<file path="config.mk">
export PLATFORM = sky130hd
export DESIGN_NAME = led_matrix_row_scan_shifter
export DESIGN_NICKNAME = d
export VERILOG_FILES = /design/src/hw/rtl/lmrs_pkg.sv /design/src/hw/rtl/led_matrix_row_scan_shifter.sv /design/src/hw/rtl/lmrs_col_store.sv /design/src/hw/rtl/lmrs_scan_ctrl.sv
export SDC_FILE = /design/constraint.sdc
export NUM_CORES = 1
export LEC_CHECK = 0
export ABC_AREA = 1
export BUFFER_PORTS_ARGS = -buffer_cell sky130_fd_sc_hd__clkbuf_2
export CELL_PAD_IN_SITES_DETAIL_PLACEMENT = 1
export CELL_PAD_IN_SITES_GLOBAL_PLACEMENT = 2
export CORE_MARGIN = 2
export CORE_UTILIZATION = 41
export CTS_CLUSTER_SIZE = 20
export DETAILED_ROUTE_END_ITERATION = 12
export GPL_ROUTABILITY_DRIVEN = 0
export PLACE_DENSITY = 0.86
export SETUP_SLACK_MARGIN = 0.4
export SLEW_MARGIN = 20
export SYNTH_ARGS = -nofsm -noshare
export SYNTH_HDL_FRONTEND = slang
export SYNTH_SLANG_ARGS = --single-unit
</file>
<file path="constraint.sdc">
create_clock -name clk -period 3.58 [get_ports clk]
set_input_delay 0.358 -clock clk [delete_from_list [all_inputs] [get_ports clk]]
set_output_delay 0.358 -clock clk [all_outputs]
set_load 0.03 [all_outputs]
</file>
<file path="src/hw/rtl/lmrs_pkg.sv">
// ----------------------------------------------------------------------------
// lmrs_pkg
// Item types and command codes for the LED matrix row scan shifter.
// ----------------------------------------------------------------------------
`timescale 1ns / 1ps
`default_nettype none

package lmrs_pkg;

	localparam int unsigned COL_BITS_W = 7;
	localparam int unsigned INDEX_W    = 5;
	localparam int unsigned LINE_W     = 3;
	localparam int unsigned DRIVE_W    = 7;

	typedef enum logic [1:0] {
		CMD_TICK         = 2'd0,
		CMD_ROW_START    = 2'd1,
		CMD_COLUMN_WRITE = 2'd2,
		CMD_UNUSED       = 2'd3
	} cmd_t;

	typedef struct packed {
		logic [1:0]            cmd;
		logic [INDEX_W-1:0]    column_index;
		logic [COL_BITS_W-1:0] column_bits;
	} in_item_t;

	typedef struct packed {
		logic               shift_clock;
		logic               shift_data;
		logic               latch_line;
		logic [DRIVE_W-1:0] row_drive;
		logic               frame_end;
		logic               ticking;
	} out_item_t;

	// column store write request
	typedef struct packed {
		logic                  en;
		logic [INDEX_W-1:0]    index;
		logic [COL_BITS_W-1:0] bits;
	} store_wr_t;

endpackage

`default_nettype wire

</file>
<file path="src/hw/rtl/led_matrix_row_scan_shifter.sv">
// Path: an accepted item passes the input stage and then the result register before it shows
// on result_valid; a result-side stall can hold it between the two.
// Throughput: one item per cycle unless the result stalls; sequencer state and column store
// update in one pass. Stalls on the result side back up through the input stage only.
// Reset (arst_n low, asynchronous): store cleared, counters 0, last row selected,
// running, pins clock 0 / data 0 / latch 1, no items held.
// ----------------------------------------------------------------------------
// led_matrix_row_scan_shifter
// Row-scan serial shift driver for a column-stored LED dot matrix.
// ----------------------------------------------------------------------------
`timescale 1ns / 1ps
`default_nettype none

module led_matrix_row_scan_shifter #(
	parameter int unsigned MATRIX_COLUMNS = 20,
	parameter int unsigned MATRIX_ROWS    = 7
) (
	input  wire                  clk,
	input  wire                  arst_n,
	input  wire                  item_valid,
	output logic                 item_ready,
	input  lmrs_pkg::in_item_t   item,
	output logic                 result_valid,
	input  wire                  result_ready,
	output lmrs_pkg::out_item_t  result
);

	lmrs_pkg::in_item_t                 item_s1;
	logic                               valid_s1;
	logic                               advance;
	lmrs_pkg::store_wr_t                wr;
	logic [$clog2(MATRIX_COLUMNS)-1:0]  rd_col;
	logic [lmrs_pkg::COL_BITS_W-1:0]    rd_bits;
	lmrs_pkg::out_item_t                res;
	lmrs_pkg::out_item_t                result_q;
	logic                               result_valid_q;

	assign advance    = valid_s1 && (!result_valid_q || result_ready);
	assign item_ready = !valid_s1 || advance;

	always_ff @(posedge clk or negedge arst_n) begin
		if (!arst_n) begin
			valid_s1 <= 1'b0;
		end else if (item_ready) begin
			valid_s1 <= item_valid;
		end
	end

	always_ff @(posedge clk) begin
		if (item_ready && item_valid) begin
			item_s1 <= item;
		end
	end

	lmrs_col_store #(
		.MATRIX_COLUMNS(MATRIX_COLUMNS)
	) u_store (
		.clk     (clk),
		.arst_n  (arst_n),
		.wr      (wr),
		.rd_col  (rd_col),
		.rd_bits (rd_bits)
	);

	lmrs_scan_ctrl #(
		.MATRIX_COLUMNS(MATRIX_COLUMNS),
		.MATRIX_ROWS   (MATRIX_ROWS)
	) u_ctrl (
		.clk     (clk),
		.arst_n  (arst_n),
		.fire    (advance),
		.item    (item_s1),
		.rd_bits (rd_bits),
		.rd_col  (rd_col),
		.wr      (wr),
		.res     (res)
	);

	always_ff @(posedge clk or negedge arst_n) begin
		if (!arst_n) begin
			result_valid_q <= 1'b0;
		end else if (advance) begin
			result_valid_q <= 1'b1;
		end else if (result_ready) begin
			result_valid_q <= 1'b0;
		end
	end

	always_ff @(posedge clk) begin
		if (advance) begin
			result_q <= res;
		end
	end

	assign result_valid = result_valid_q;
	assign result       = result_q;

endmodule

`default_nettype wire

</file>
<file path="src/hw/rtl/lmrs_col_store.sv">
// ----------------------------------------------------------------------------
// lmrs_col_store
// Column pixel store: one write port, one read port at the scan column.
// ----------------------------------------------------------------------------
`timescale 1ns / 1ps
`default_nettype none

module lmrs_col_store #(
	parameter int unsigned MATRIX_COLUMNS = 20
) (
	input  wire                                  clk,
	input  wire                                  arst_n,
	input  lmrs_pkg::store_wr_t                  wr,
	input  wire  [$clog2(MATRIX_COLUMNS)-1:0]    rd_col,
	output logic [lmrs_pkg::COL_BITS_W-1:0]      rd_bits
);

	logic [lmrs_pkg::COL_BITS_W-1:0] col_q [MATRIX_COLUMNS];

	always_ff @(posedge clk or negedge arst_n) begin
		if (!arst_n) begin
			for (int i = 0; i < MATRIX_COLUMNS; i++) begin
				col_q[i] <= '0;
			end
		end else if (wr.en) begin
			// out-of-range index matches no entry and is dropped
			for (int i = 0; i < MATRIX_COLUMNS; i++) begin
				if ({2'b00, wr.index} == 7'(i)) begin
					col_q[i] <= wr.bits;
				end
			end
		end
	end

	assign rd_bits = col_q[rd_col];

endmodule

`default_nettype wire

</file>
<file path="src/hw/rtl/lmrs_scan_ctrl.sv">
// ----------------------------------------------------------------------------
// lmrs_scan_ctrl
// Scan sequencer: column/line counters, clock phase, latch and row select.
// ----------------------------------------------------------------------------
`timescale 1ns / 1ps
`default_nettype none

module lmrs_scan_ctrl #(
	parameter int unsigned MATRIX_COLUMNS = 20,
	parameter int unsigned MATRIX_ROWS    = 7
) (
	input  wire                                  clk,
	input  wire                                  arst_n,
	input  wire                                  fire,
	input  lmrs_pkg::in_item_t                   item,
	input  wire  [lmrs_pkg::COL_BITS_W-1:0]      rd_bits,
	output logic [$clog2(MATRIX_COLUMNS)-1:0]    rd_col,
	output lmrs_pkg::store_wr_t                  wr,
	output lmrs_pkg::out_item_t                  res
);

	localparam int unsigned COL_W = $clog2(MATRIX_COLUMNS);
	localparam int unsigned ROW_W = $clog2(MATRIX_ROWS + 1);

	logic [COL_W-1:0]            col_q,   col_d;
	logic [lmrs_pkg::LINE_W-1:0] line_q,  line_d;
	logic [ROW_W-1:0]            row_q,   row_d;
	logic                        phase_q, phase_d;
	logic                        lpend_q, lpend_d;
	logic                        run_q,   run_d;
	logic                        clk_q,   clk_d;
	logic                        data_q,  data_d;
	logic                        latch_q, latch_d;
	logic                        frame;
	logic                        pixel;

	assign rd_col = col_q;
	// bit 7 of the line lies beyond the stored column and reads as 0
	assign pixel = (line_q < 3'(lmrs_pkg::COL_BITS_W)) ? rd_bits[line_q] : 1'b0;

	always_ff @(posedge clk or negedge arst_n) begin
		if (!arst_n) begin
			col_q   <= '0;
			line_q  <= '0;
			row_q   <= ROW_W'(MATRIX_ROWS);
			phase_q <= 1'b0;
			lpend_q <= 1'b0;
			run_q   <= 1'b1;
			clk_q   <= 1'b0;
			data_q  <= 1'b0;
			latch_q <= 1'b1;
		end else if (fire) begin
			col_q   <= col_d;
			line_q  <= line_d;
			row_q   <= row_d;
			phase_q <= phase_d;
			lpend_q <= lpend_d;
			run_q   <= run_d;
			clk_q   <= clk_d;
			data_q  <= data_d;
			latch_q <= latch_d;
		end
	end

	always_comb begin
		col_d    = col_q;
		line_d   = line_q;
		row_d    = row_q;
		phase_d  = phase_q;
		lpend_d  = lpend_q;
		run_d    = run_q;
		clk_d    = clk_q;
		data_d   = data_q;
		latch_d  = latch_q;
		frame    = 1'b0;
		wr.en    = 1'b0;
		wr.index = item.column_index;
		wr.bits  = item.column_bits;

		case (lmrs_pkg::cmd_t'(item.cmd))
			lmrs_pkg::CMD_TICK: begin
				if (run_q) begin
					if (lpend_q) begin
						// latch tick: stop, raise latch, next row and line (line 0 at frame end)
						run_d   = 1'b0;
						lpend_d = 1'b0;
						latch_d = 1'b1;
						if (row_q != '0) begin
							if (row_q >= ROW_W'(MATRIX_ROWS)) begin
								row_d = ROW_W'(1);
							end else begin
								row_d = row_q + ROW_W'(1);
							end
							frame = (row_d == ROW_W'(MATRIX_ROWS));
						end
						line_d = frame ? '0 : line_q + 3'd1;
					end else if (phase_q) begin
						data_d  = pixel;
						clk_d   = 1'b0;
						phase_d = 1'b0;
					end else begin
						clk_d   = 1'b1;
						phase_d = 1'b1;
						if (col_q >= COL_W'(MATRIX_COLUMNS - 1)) begin
							col_d   = '0;
							latch_d = 1'b0;
							lpend_d = 1'b1;
						end else begin
							col_d = col_q + COL_W'(1);
						end
					end
				end
			end
			lmrs_pkg::CMD_ROW_START: begin
				run_d = 1'b1;
			end
			lmrs_pkg::CMD_COLUMN_WRITE: begin
				wr.en = fire && ({2'b00, item.column_index} < 7'(MATRIX_COLUMNS));
			end
			default: begin
			end
		endcase

		res.shift_clock = clk_d;
		res.shift_data  = data_d;
		res.latch_line  = latch_d;
		for (int k = 0; k < lmrs_pkg::DRIVE_W; k++) begin
			res.row_drive[k] = (4'(row_d) == 4'(k + 1));
		end
		res.frame_end = frame;
		res.ticking   = run_d;
	end

endmodule

`default_nettype wire

</file>
# [Word level (Yosys, flattened, before mapping)]
# Index checks and enable logic that the tools add are counted.
[word_totals] out_inout_bits=14 in_bits=18 regBits=185
[classes] n_eq_ne=29 mux=43 addsub=3 reduce_logical=36 order_cmp=6 bitwise=3
[ops] cell="5-bit by 4-bit equality test with 1-bit output, second input constant" n=8
[ops] cell="2-bit AND reduction" n=20
[ops] cell="7-bit binary-select mux with 5-bit select" n=1
[ops] cell="3-bit two-way mux" n=10
[ops] cell="1-bit two-way mux" n=27
[ops] cell="5-bit by 3-bit equality test with 1-bit output, second input constant" n=4
[ops] cell="5-bit equality test, second input constant" n=4
[ops] cell="3-bit equality test, second input constant" n=5
[ops] cell="7-bit two-way mux" n=2
[ops] cell="5-bit by 2-bit equality test with 1-bit output, second input constant" n=2
[ops] cell="4-bit AND reduction" n=2
[ops] cell="3-bit by 1-bit adder with 3-bit output, second input constant" n=2
[ops] cell="3-bit by 2-bit equality test with 1-bit output, second input constant" n=2
[ops] cell="6-bit greater-or-equal comparator, second input constant" n=1
[ops] cell="5-bit NOT with 6-bit output" n=1
[ops] cell="3-bit AND reduction" n=2
[ops] cell="5-bit by 1-bit adder with 5-bit output, second input constant" n=1
[ops] cell="5-bit by 1-bit equality test with 1-bit output, second input constant" n=1
[ops] cell="5-bit greater-or-equal comparator, second input constant" n=1
[ops] cell="5-bit zero test" n=1
[ops] cell="5-bit < comparator, second input constant" n=1
[ops] cell="5-bit two-way mux" n=1
[ops] cell="5-bit AND reduction" n=1
[ops] cell="3-bit by 4-bit < comparator with 1-bit output, second input constant" n=1
[ops] cell="other kinds (14)" n=19

# [Depth between registers and ports, before layout]
# Gate-level depths: netlist (run 1).
[depth] ltp_word=12 ltp_mapped=18 ltp_nobuf=17

# [Modules after synthesis]
# From an unflattened synthesis (run 1), not the netlist that was laid out.
[hier_totals] cells_unflattened=1147 hier_area_um2=9152.5
[modules_own_cells] module="lmrs_col_store" area_each_um2=6970.4 seq_area_each_um2=3503.4 cells_each=933 instances=1
[modules_own_cells] module="lmrs_scan_ctrl" area_each_um2=1306.3 seq_area_each_um2=431.7 cells_each=176 instances=1
[modules_own_cells] module="led_matrix_row_scan_shifter" area_each_um2=875.8 seq_area_each_um2=830.8 cells_each=38 instances=1

# [Worst setup path after synthesis (run 1)]
# OpenSTA, ideal clock, no wires.
[synth_timing] kind="flip-flop to flip-flop" startpoint="reg result_valid_q (netlist: result_valid)" endpoint="reg u_store.col_q[53] in the netlist's numbering" path_stages_with_launch=10 n_path_buf=1 setup_time_ps=126 t_required_ps=3454 slack_ps=1634 arrival_time_ps=1820 path_cell_list="dfrtp_1 -> nand2_1 -> nand2_4 -> nor4_4 -> nand2_4 -> nor3_4 -> nand2_1 -> buf_4 -> nand2_1 -> o21ai_2"
[synth_via] elab_chain_len=6
[synth_lines] element="from (decl)" line_no="led_matrix_row_scan_shifter.sv:36" rtl="logic result_valid_q;"
[synth_lines] element="from (signal assigned)" line_no="led_matrix_row_scan_shifter.sv:81" rtl="result_valid_q <= 1'b0;"
[synth_lines] element="from (signal assigned)" line_no="led_matrix_row_scan_shifter.sv:83" rtl="result_valid_q <= 1'b1;"
[synth_lines] element="from (signal assigned)" line_no="led_matrix_row_scan_shifter.sv:85" rtl="result_valid_q <= 1'b0;"
[synth_lines] element="1-bit zero test" line_no="led_matrix_row_scan_shifter.sv:38" rtl="assign advance = valid_s1 && (!result_valid_q || result_ready);"
[synth_lines] element="1-bit logical OR" line_no="led_matrix_row_scan_shifter.sv:38"
[synth_lines] element="1-bit logical AND" line_no="led_matrix_row_scan_shifter.sv:38"
[synth_lines] element="1-bit logical AND" line_no="lmrs_scan_ctrl.sv:118" rtl="wr.en = fire && ({2'b00, item.column_index} < 7'(MATRIX_COLUMNS));"
[synth_lines] element="1-bit two-way mux" line_no="lmrs_scan_ctrl.sv:80" rtl="case (lmrs_pkg::cmd_t'(item.cmd))"
[synth_lines] element="2-bit AND reduction (no source line)"
[synth_lines] element="to (signal, indexed assignment)" line_no="lmrs_col_store.sv:29" rtl="col_q[i] <= wr.bits;"
[synth_lines] element="to (decl)" line_no="lmrs_col_store.sv:18" rtl="logic [lmrs_pkg::COL_BITS_W-1:0] col_q [MATRIX_COLUMNS];"
# No other way between the ends.
# A chain may end at the register's enable or synchronous reset.

==> flow_summary.toml, run 1 <==
[placement]
numPortBuffers = 31
dp.cells = 1299
dpl.hpwl_um = 14900

[cells_and_area]
nNetsFinal = 1068
syn_to_final_growth_pct = 9.44
instances_no_fill = 1332
drive_above_1_share_pct = 8.89
n_antenna_cell = 0

[min_path]
min_from = "item[0]"
min_path_type = "input port to register"

[setup_path]
path_cells = "inv_2 > nand2_1 > nand3_1 > nand2_1 > nand2_1 > nand2_1 > o21ai_0 > nand2_1 > nand2_1 > nand2_1 > nor2_1 > nor2_1 > nand2_1 > nand2_1"
critical_path.startpoint = "u_ctrl.rd_col[0]$_DFFE_PN0P_"
r2r_start = "u_ctrl.rd_col[0]$_DFFE_PN0P_"
worstPathMaxFanout = 56
start_kind = "register"
critPathSlowestCell = "inv_2"
end_kind = "register"
cp_top_family = "simple AND/OR/NAND/NOR gates"
cp_common_cell = "nand2_1"
cp.arrival_ns = 2.84
critical_path_buf_inv_count = 1
slowest_delay_ns = 0.74
critPathKind = "register to register"
crit_required_ns = 3.77

[floorplanning]
row_count = 53
dieArea_mm2 = 0.0223
fp.dieH_um = 149
core-area_mm2 = 0.0209
start_util_pct = 41.5
dieWidth_um = 149
io-pin-count = 32

[logic_synthesis]
yosysUniqueCellTypes = 30
synth.area.top_cells = "dfrtp_1 (44%), nand2_1 (15%), o21ai_0 (12%)"
yosysTopAreaCellShare_pct = 44.5
synth_area_mm2 = 0.00867
synth_edf_count = 26
ys.flop_type = "dfrtp_1"
synth_nets = 1070
yosys-top-cells-count = "nand2_1 (346), o21ai_0 (203), dfrtp_1 (154)"
yosys.area.top_type = "dfrtp_1"
yosysMostFrequentCell = "nand2_1"
syn_inst = 1046
ys_ff_latch = 185
ys_seq_area_share_pct = 55.0
async_flop_share_pct = 85.9
yosysWarnings = 0
syn_area_per_cell_um2 = 8.29

[cts]
cts_num_sinks = 185
cts_made_buffers = 17
htree_num_levels = 4
clk_latency_ns = 0.44
cts_resized = 0
cts_tree = "yes"
cts.clk_slew.worst_paths_ns = 0.07
clockBufferDepth = 2
cts_root_buf = "clkbuf_16"

[sta]
slew_headroom_pct = 31.6
worstMarginPinSlew_ns = 1.02
min_period_ns = 2.65
max_freq_mhz = 378
setup_tns_ns = 0
worst_clock_skew_ns = 0.0106
final.period_utilization_pct = 74.0
rsz0062_at_grt = "false"
hold_viol_final = 0
slew_viol_final = 0
setup_violations = 0

[grt]
grtUsageTotal_pct = 22.5
grt_overflow = 0
grt_pass1_vias = 7009
antenna_found_initial = 0
grt_first_pass_wirelength_um = 38400
grt_max_degree = 76

[detailed_routing]
vias = 6874
drt.antenna.violating_nets = 0
dr.pass1.iters = 4
wl_per_cell_um = 17.6
viasPerCell = 5.16
totalWireLength_um = 23500
drtIter0Drc = 405
drc = 0

[power_and_ir_drop]
p_total_uw = 6610
p_per_area_mw_per_mm2 = 697
vdd_drop_max_v = 0.000354
p_leak_uw = 0.00445

[job]
maxCapViolations = 0

[run_status]
status = "complete, no violations"
==> kinds of logic after synthesis <==
group           Yosys count  synth area share [%]
flops                   185                  55.0
fa+ha+maj                 6                 0.866
buf+inv                 134                  7.17
xor+xnor                  1                 0.101
simple gates            493                  23.3
compound gates          227                  13.6
==> path summary, 6_finish.rpt <==
kind                                                 end  slack (ns)  cells past startpoint
hold reg to reg            u_store.col_q[59]$_DFFE_PN0P_        0.48                      2
max in group asynchronous       u_ctrl.run_q$_DFFE_PN1P_        2.11                      3
setup / recovery                    result[10]$_DFFE_PP_        0.93                     14
min in group asynchronous  u_store.col_q[58]$_DFFE_PN0P_        0.53                      2
setup reg to reg                    result[10]$_DFFE_PP_        0.93                     14
hold / removal                      item_s1[0]$_DFFE_PP_        0.09                      1
==> per-layer routing <==
layer / share of wire (%) / track usage, % / up-vias / wire length (um)
li1: - / - / 3357 / -
met5: 0 / 0 / - / 0
met1: 48 / 31.4 / 3436 / 11300
met4: 0.78 / 4.71 / 0 / 182
met3: 2.5 / 3.54 / 14 / 582
met2: 48 / 37.2 / 67 / 11400
==> worst reg2reg max path, stage by stage (launching register included) <==
cell and delay [ns]:
dfrtp_2 0.43, inv_2 0.74, nand2_1 0.14, nand3_1 0.12
nand2_1 0.08, nand2_1 0.06, nand2_1 0.09, o21ai_0 0.28
nand2_1 0.09, nand2_1 0.07, nand2_1 0.05, nor2_1 0.08
nor2_1 0.04, nand2_1 0.06, nand2_1 0.07
==> metrics by stage <==
step                hold WS [ns]  area [um2]  utilization [%]  setup slack [ns]
floorplan                 0.0624        8670                -              1.63
global placement           0.449        8900             42.6             0.935
detailed placement         0.448        8900             42.6             0.919
CTS                       0.0765        9490             45.4             0.888
global route              0.0805        9490             45.4             0.571
finish                    0.0884        9490             45.4             0.932
==> area by class of cell <==
type                    instances  area, um2
clock inverters                10       78.8
inverters                      76        285
repair buffers                 37        234
fillers                      2528      11400
well taps                     275        344
flip-flops and latches        185       4770
clock buffers                  22        497
multi-input cells             727       3280
==> state kept, by name (all words and copies together), names as in the netlist <==
register,flops
u_ctrl.latch_q,1
u_ctrl.data_q,1
u_ctrl.rd_col,5
u_ctrl.lpend_q,1
u_ctrl.row_q,3
item_s1,14
u_ctrl.run_q,1
u_ctrl.clk_q,1
result,12
u_ctrl.line_q,3
u_ctrl.phase_q,1
u_store.col_q,140
valid_s1,1
result_valid,1
==> repair_timing <==
action | in CTS | in global routing
buffers inserted | 0 | 0
hold endpoints to repair | 70 | 0
hold buffers | 1 | 0
==> placed cells by master (no fill, tap or decap), types with 2 or more instances in the layout <==
master,instances
inv_2,3
edfxtp_1,26
o22ai_1,9
nand2_1,346
o21ai_2,7
ha_1,6
clkbuf_16,19
clkinv_2,2
nand3_2,3
clkinv_4,3
nor3b_1,2
a21oi_1,6
nand4_1,3
nor3_4,3
nor3_1,6
buf_4,3
buf_12,2
dfstp_2,5
dfrtp_1,153
clkbuf_1,2
nand3_1,27
o21ai_0,203
clkbuf_2,30
inv_6,4
inv_1,73
nand2_4,2
nor2_1,97
==> report_power, final <==
group,switching (uW),internal [uW],total [uW]
Combinational,1520,614,2130
Sequential,186,2440,2620
Clock,848,1000,1850
Power figures use the tool's default switching activity.
==> inputs of run 2 (changes only) <==
- CORE_UTILIZATION: 41 -> 34
- PLACE_DENSITY: 0.86 -> 0.76
- clock period: 3.58 -> 2.28 ns (I/O delays scaled with it)
==> flow_summary.toml, run 2 (synthesis results as in run 1) <==
[power_and_ir_drop]
p_per_area_mw_per_mm2 = 993
pwr-share-comb_pct = 38.5
pwr-share-seq_pct = 35.6
p_leak_uw = 0.00543
vdd_drop_max_v = 0.000536
p_sw_share_pct = 39.6
clock_power_share_pct = 25.9
switchingPower_uw = 4670
cellInternalPower_uw = 7120

[sta]
max_freq_mhz = 474
rsz0062_at_grt = "true"
slew_viol_final = 0
final.period_utilization_pct = 92.6
hold_viol_final = 0
worst_clock_skew_ns = 0.0135
worstMarginPinSlew_ns = 1.09
slew_headroom_pct = 27.2
setup_tns_ns = 0
setup_slack_ns = 0.170
min_period_ns = 2.11
setup_violations = 0

[cts]
clk_latency_ns = 0.44
clockBufferDepth = 2
cts_root_buf = "clkbuf_16"
cts_tree = "yes"
cts.clk_slew.worst_paths_ns = 0.07
cts_num_sinks = 185
htree_num_levels = 4
cts_made_buffers = 17

[setup_path]
cp.arrival_ns = 2.30
crit_required_ns = 2.47
r2r_start = "u_ctrl.rd_col[0]$_DFFE_PN0P_"
worstPathMaxFanout = 5
start_kind = "register"
critPathKind = "register to register"
end_kind = "register"
r2r_setup_slack_ns = 0.17
reg2regPathDepth = 15
r2r_end = "result[10]$_DFFE_PP_"

[placement]
dpl.hpwl_um = 17300
numPortBuffers = 31
dp.cells = 1398
dpl_worst_slack_ns = 0.145

[min_path]
min_from = "item_valid"
worstHoldEndpoint = "valid_s1$_DFFE_PN0N_"
min_path_type = "input port to register"
holdPathStages = 3

[run_status]
status = "complete, no violations"

[cells_and_area]
mostFrequentLayoutCells = "nand2_1 (210), dfrtp_1 (152), nand2_2 (89), o21ai_1 (89), nor2_1 (84)"
syn_to_final_growth_pct = 36.9
largest_reg_flops = 140
n_antenna_cell = 0
nNetsFinal = 1177
final_common_cell = "nand2_1"
instances_no_fill = 1496
top_register = "u_store.col_q"
drive_above_1_share_pct = 34.3

[detailed_routing]
wl_per_cell_um = 19.6
vias = 7562
drt.antenna.violating_nets = 0
wl_met2_um = 14300
wl_met3_um = 713
drc = 0
routedLengthMet1_um = 13900
dr.pass1.iters = 4
drtIter0Drc = 336
highest_layer = "met4"
totalWireLength_um = 29300
viasPerCell = 5.05

[floorplanning]
fp.dieH_um = 164
dieWidth_um = 164
io-pin-count = 32
start_util_pct = 34.5
row_count = 58
core-area_mm2 = 0.0251
dieArea_mm2 = 0.0268

[grt]
antenna_found_initial = 0
grt_max_degree = 54
grt_overflow = 0
grt_pass1_vias = 7574
grtUsageTotal_pct = 21.4
grt_first_pass_wirelength_um = 43600

[job]
maxCapViolations = 0
## run 2: cell types whose count changed in the layout (fill, tap and decap cells not counted), moves of 16 or more
cell,before,now
buf_4,3,41
buf_6,1,17
buf_8,0,20
nand2_1,346,210
nand2_2,0,89
nand2_4,2,43
o21ai_0,203,70
o21ai_1,1,89
o21ai_2,7,52
## run 2: metal layers
layer  up-vias  GRT usage [%]
li1       3603              -
met1      3843           30.2
met2        91           35.0
met3        25           2.49
met4         0           5.54
met5         -              0
## run 2: area by class of cell
type | count | area (um2)
fillers | 2903 | 13200
flip-flops and latches | 185 | 4770
multi-input cells | 730 | 4260
repair buffers | 143 | 1550
clock buffers | 19 | 454
well taps | 330 | 413
inverters | 76 | 295
clock inverters | 13 | 136
## run 2: worst max-delay path, cell delays in order (launching register included)
cell       delay (ns)
dfrtp_2          0.45
buf_12           0.15
buf_12           0.12
clkbuf_16        0.15
nand2_4          0.05
nand2_1          0.05
nand2_1          0.08
nand2_1          0.07
nand2_1          0.06
nand2_1          0.07
o21ai_1          0.14
nand2_1          0.09
a21oi_2          0.15
nand3_2          0.08
nand2_1          0.07
nand2_1          0.07
## run 2: power by group through the flow
stage	clock network, uW	logic, uW	registers [uW]
after detailed placement	0	3710	4190
after CTS	3120	3940	4150
final	3060	4530	4200
after global placement	0	3680	4180
after global routing	3230	4980	4250
after floorplan	0	2250	4200
## run 2: timing repair
action / 4_1_cts / 5_1_grt
endpoints found under the setup margin: 113 / 139
pin swaps: 7 / 40
buffers inserted: 9 / 21
resized for setup: 171 / 321
gates cloned: 11 / 11
endpoints found under the hold margin: 63 / 0
hold buffers: 14 / 0
## run 2: worst max-delay path by stage
| stage | start | end | slack [ns] | cells after the start |
|---|---|---|---|---|
| final | u_ctrl.rd_col[0]$_DFFE_PN0P_ | result[10]$_DFFE_PP_ | 0.17 | 15 |
| after global routing | u_ctrl.rd_col[0]$_DFFE_PN0P_ | u_ctrl.data_q$_DFFE_PN0P_ | 0.02 | 17 |
| after CTS | u_ctrl.rd_col[0]$_DFFE_PN0P_ | result[10]$_DFFE_PP_ | 0.23 | 15 |
| after detailed placement | u_ctrl.rd_col[0]$_DFFE_PN0P_ | result[10]$_DFFE_PP_ | 0.14 | 14 |
| after global placement | u_ctrl.rd_col[0]$_DFFE_PN0P_ | result[10]$_DFFE_PP_ | 0.19 | 12 |
| after floorplan | result_valid$_DFFE_PN0P_ | u_store.col_q[137]$_DFFE_PN0P_ | 0.37 | 9 |
## run 2: through the flow
stage          power (uW)  hold slack [ns]  instance area, um2  util, %
2_1_floorplan        6450          -0.0676                8680        -
3_3_place_gp         7870            0.252                9380     37.4
3_5_place_dp         7900            0.254                9380     37.4
4_1_cts             11200           0.0104               10700     42.4
5_1_grt             12500           0.0191               11900     47.3
6_report            11800           0.0217               11900     47.3
==> inputs of run 3 (changes only) <==
- CELL_PAD_IN_SITES_GLOBAL_PLACEMENT: 2 -> 1
- CORE_UTILIZATION: 34 -> 43
- PLACE_DENSITY: 0.76 -> 0.77
==> flow_summary.toml, run 3 (synthesis results as in run 1) <==
[run_status]
status = "complete, but fails checks"
violations = "negative setup slack"

[setup_path]
end_kind = "register"
critical_path.startpoint = "item_s1[13]$_DFFE_PP_"
cp_top_family = "simple AND/OR/NAND/NOR gates"
path_depth = 10
path_cells = "buf_4 > inv_1 > nor4_4 > nand2_4 > nor3_4 > buf_4 > buf_8 > nand2_8 > nand2_2 > o21ai_0"
r2r_setup_slack_ns = -0.07
start_kind = "register"
critPathSlowestCell = "edfxtp_1"
crit_required_ns = 2.58
r2r_end = "u_store.col_q[45]$_DFFE_PN0P_"
r2r_start = "item_s1[13]$_DFFE_PP_"
cp_common_cell = "buf_4"
cp.arrival_ns = 2.65
critPathKind = "register to register"
worstPathMaxFanout = 7
slowest_delay_ns = 0.41
critical_path_buf_inv_count = 4
setup.worst_path.end = "u_store.col_q[45]$_DFFE_PN0P_"
reg2regPathDepth = 10

[sta]
slew_headroom_pct = 23.9
final.period_utilization_pct = 103
max_freq_mhz = 426
setup_slack_ns = -0.0698
min_period_ns = 2.35
rsz0062_at_grt = "true"
worstMarginPinSlew_ns = 1.14
slew_viol_final = 0
setup_violations = 22
worst_clock_skew_ns = 0.0278
hold_viol_final = 0
hold-worst-slack_ns = 0.0298

[detailed_routing]
dr.pass1.iters = 5
totalWireLength_um = 35800
routedLengthMet1_um = 14000
drt.antenna.violating_nets = 0
viasPerCell = 5.98
drtIter0Drc = 736
wl_met2_um = 17500
highest_layer = "met4"
drc = 0
wl_per_cell_um = 25.2
vias = 8501
wl_met3_um = 2350

[power_and_ir_drop]
vdd_drop_max_v = 0.000686
p_per_area_mw_per_mm2 = 1040
p_leak_uw = 0.00524

[floorplanning]
row_count = 51
dieArea_mm2 = 0.0213
io-pin-count = 32
fp.dieH_um = 146
start_util_pct = 44.1
core-area_mm2 = 0.0197
dieWidth_um = 146

[cells_and_area]
multiInputGateArea_mm2 = 0.00447
n_antenna_cell = 0
instances_no_fill = 1421
drive_above_1_share_pct = 33.9
fillers = 2230
largest_reg_flops = 140
top_register = "u_store.col_q"
final_common_cell = "nand2_1"
mostFrequentLayoutCells = "nand2_1 (220), dfrtp_1 (151), nand2_2 (89)"
syn_to_final_growth_pct = 35.0
nNetsFinal = 1167
seq_area_mm2 = 0.00477

[cts]
clockBufferDepth = 2
cts_root_buf = "clkbuf_16"
htree_num_levels = 4
clk_latency_ns = 0.47
cts_made_buffers = 17
cts_num_sinks = 185
cts.clk_slew.worst_paths_ns = 0.08
cts_tree = "yes"

[job]
maxCapViolations = 0

[grt]
antenna_found_initial = 0
grt_overflow = 0
grt_first_pass_wirelength_um = 45500
grt_pass1_vias = 8160
grtUsageTotal_pct = 27.6
grt_max_degree = 62

[min_path]
min_path_type = "input port to register"

[placement]
dpl.hpwl_um = 16200
dp.cells = 1311
numPortBuffers = 31
run 3: changes by cell type in the layout (fill, tap and decap cells not counted), moves of 8 or more:
cell	delta
nand2_4	-15
o21ai_1	-18
buf_6	+8
nand2_1	+10
o21ai_2	+14
buf_8	-15
buf_4	-10
nand2_8	+12
run 3: per-layer routing:
layer	global-route usage [%]	up-vias
li1	-	3595
met1	36.0	4310
met2	46.1	452
met3	4.67	144
met4	10.7	0
met5	0	-
run 3: area by class of cell:
type | instances | area share, %
flip-flops and latches | 185 | 40.8
multi-input cells | 739 | 38.2
repair buffers | 124 | 10.9
clock buffers | 21 | 4.13
well taps | 265 | 2.83
inverters | 76 | 2.56
clock inverters | 11 | 0.695
run 3: worst min-delay path by stage:
| stage | slack (ns) | cells after the start | end | from |
|---|---|---|---|---|
| after floorplan | -0.07 | 0 | result_valid$_DFFE_PN0P_ | arst_n |
| after global placement | 0.24 | 1 | u_store.col_q[115]$_DFFE_PN0P_ | arst_n |
| after detailed placement | 0.25 | 1 | u_store.col_q[124]$_DFFE_PN0P_ | arst_n |
| after CTS | 0.01 | 3 | valid_s1$_DFFE_PN0N_ | item_valid |
| after global routing | 0.06 | 3 | valid_s1$_DFFE_PN0N_ | item_valid |
| final | 0.03 | 3 | valid_s1$_DFFE_PN0N_ | item_valid |
run 3: worst min-delay path: stages:
cell	delay (ns)
clkbuf_2	0.08
nand2_1	0.08
nand2_1	0.08
run 3: stage by stage:
stage | setup WS [ns] | TNS (ns) | instance area, um2 | total power [uW] | utilization (%)
finish | -0.0698 | -0.760 | 11700 | 12100 | 59.5
global route | -0.159 | -1.20 | 11700 | 12600 | 59.5
CTS | 0.247 | 0 | 10400 | 11200 | 52.7
detailed placement | 0.120 | 0 | 9110 | 7810 | 46.4
global placement | 0.154 | 0 | 9110 | 7700 | 46.4
floorplan | 0.371 | 0 | 8680 | 6450 | -
run 3: what timing repair did:
item                                    in CTS  in global routing
pin swaps                                   22                 66
endpoints found under the hold margin       61                  0
hold buffers                                15                  0
gates resized for setup                    119                347
endpoints found under the setup margin     153                149
buffers inserted                            15                 26
gates cloned                                 9                 13
run 3: power breakdown:
group	leakage [uW]	switching, uW	total (uW)	internal, uW
registers	0.00240	414	4250	3830
logic	0.00256	3260	4880	1620
clock network	0.000280	1460	3000	1540
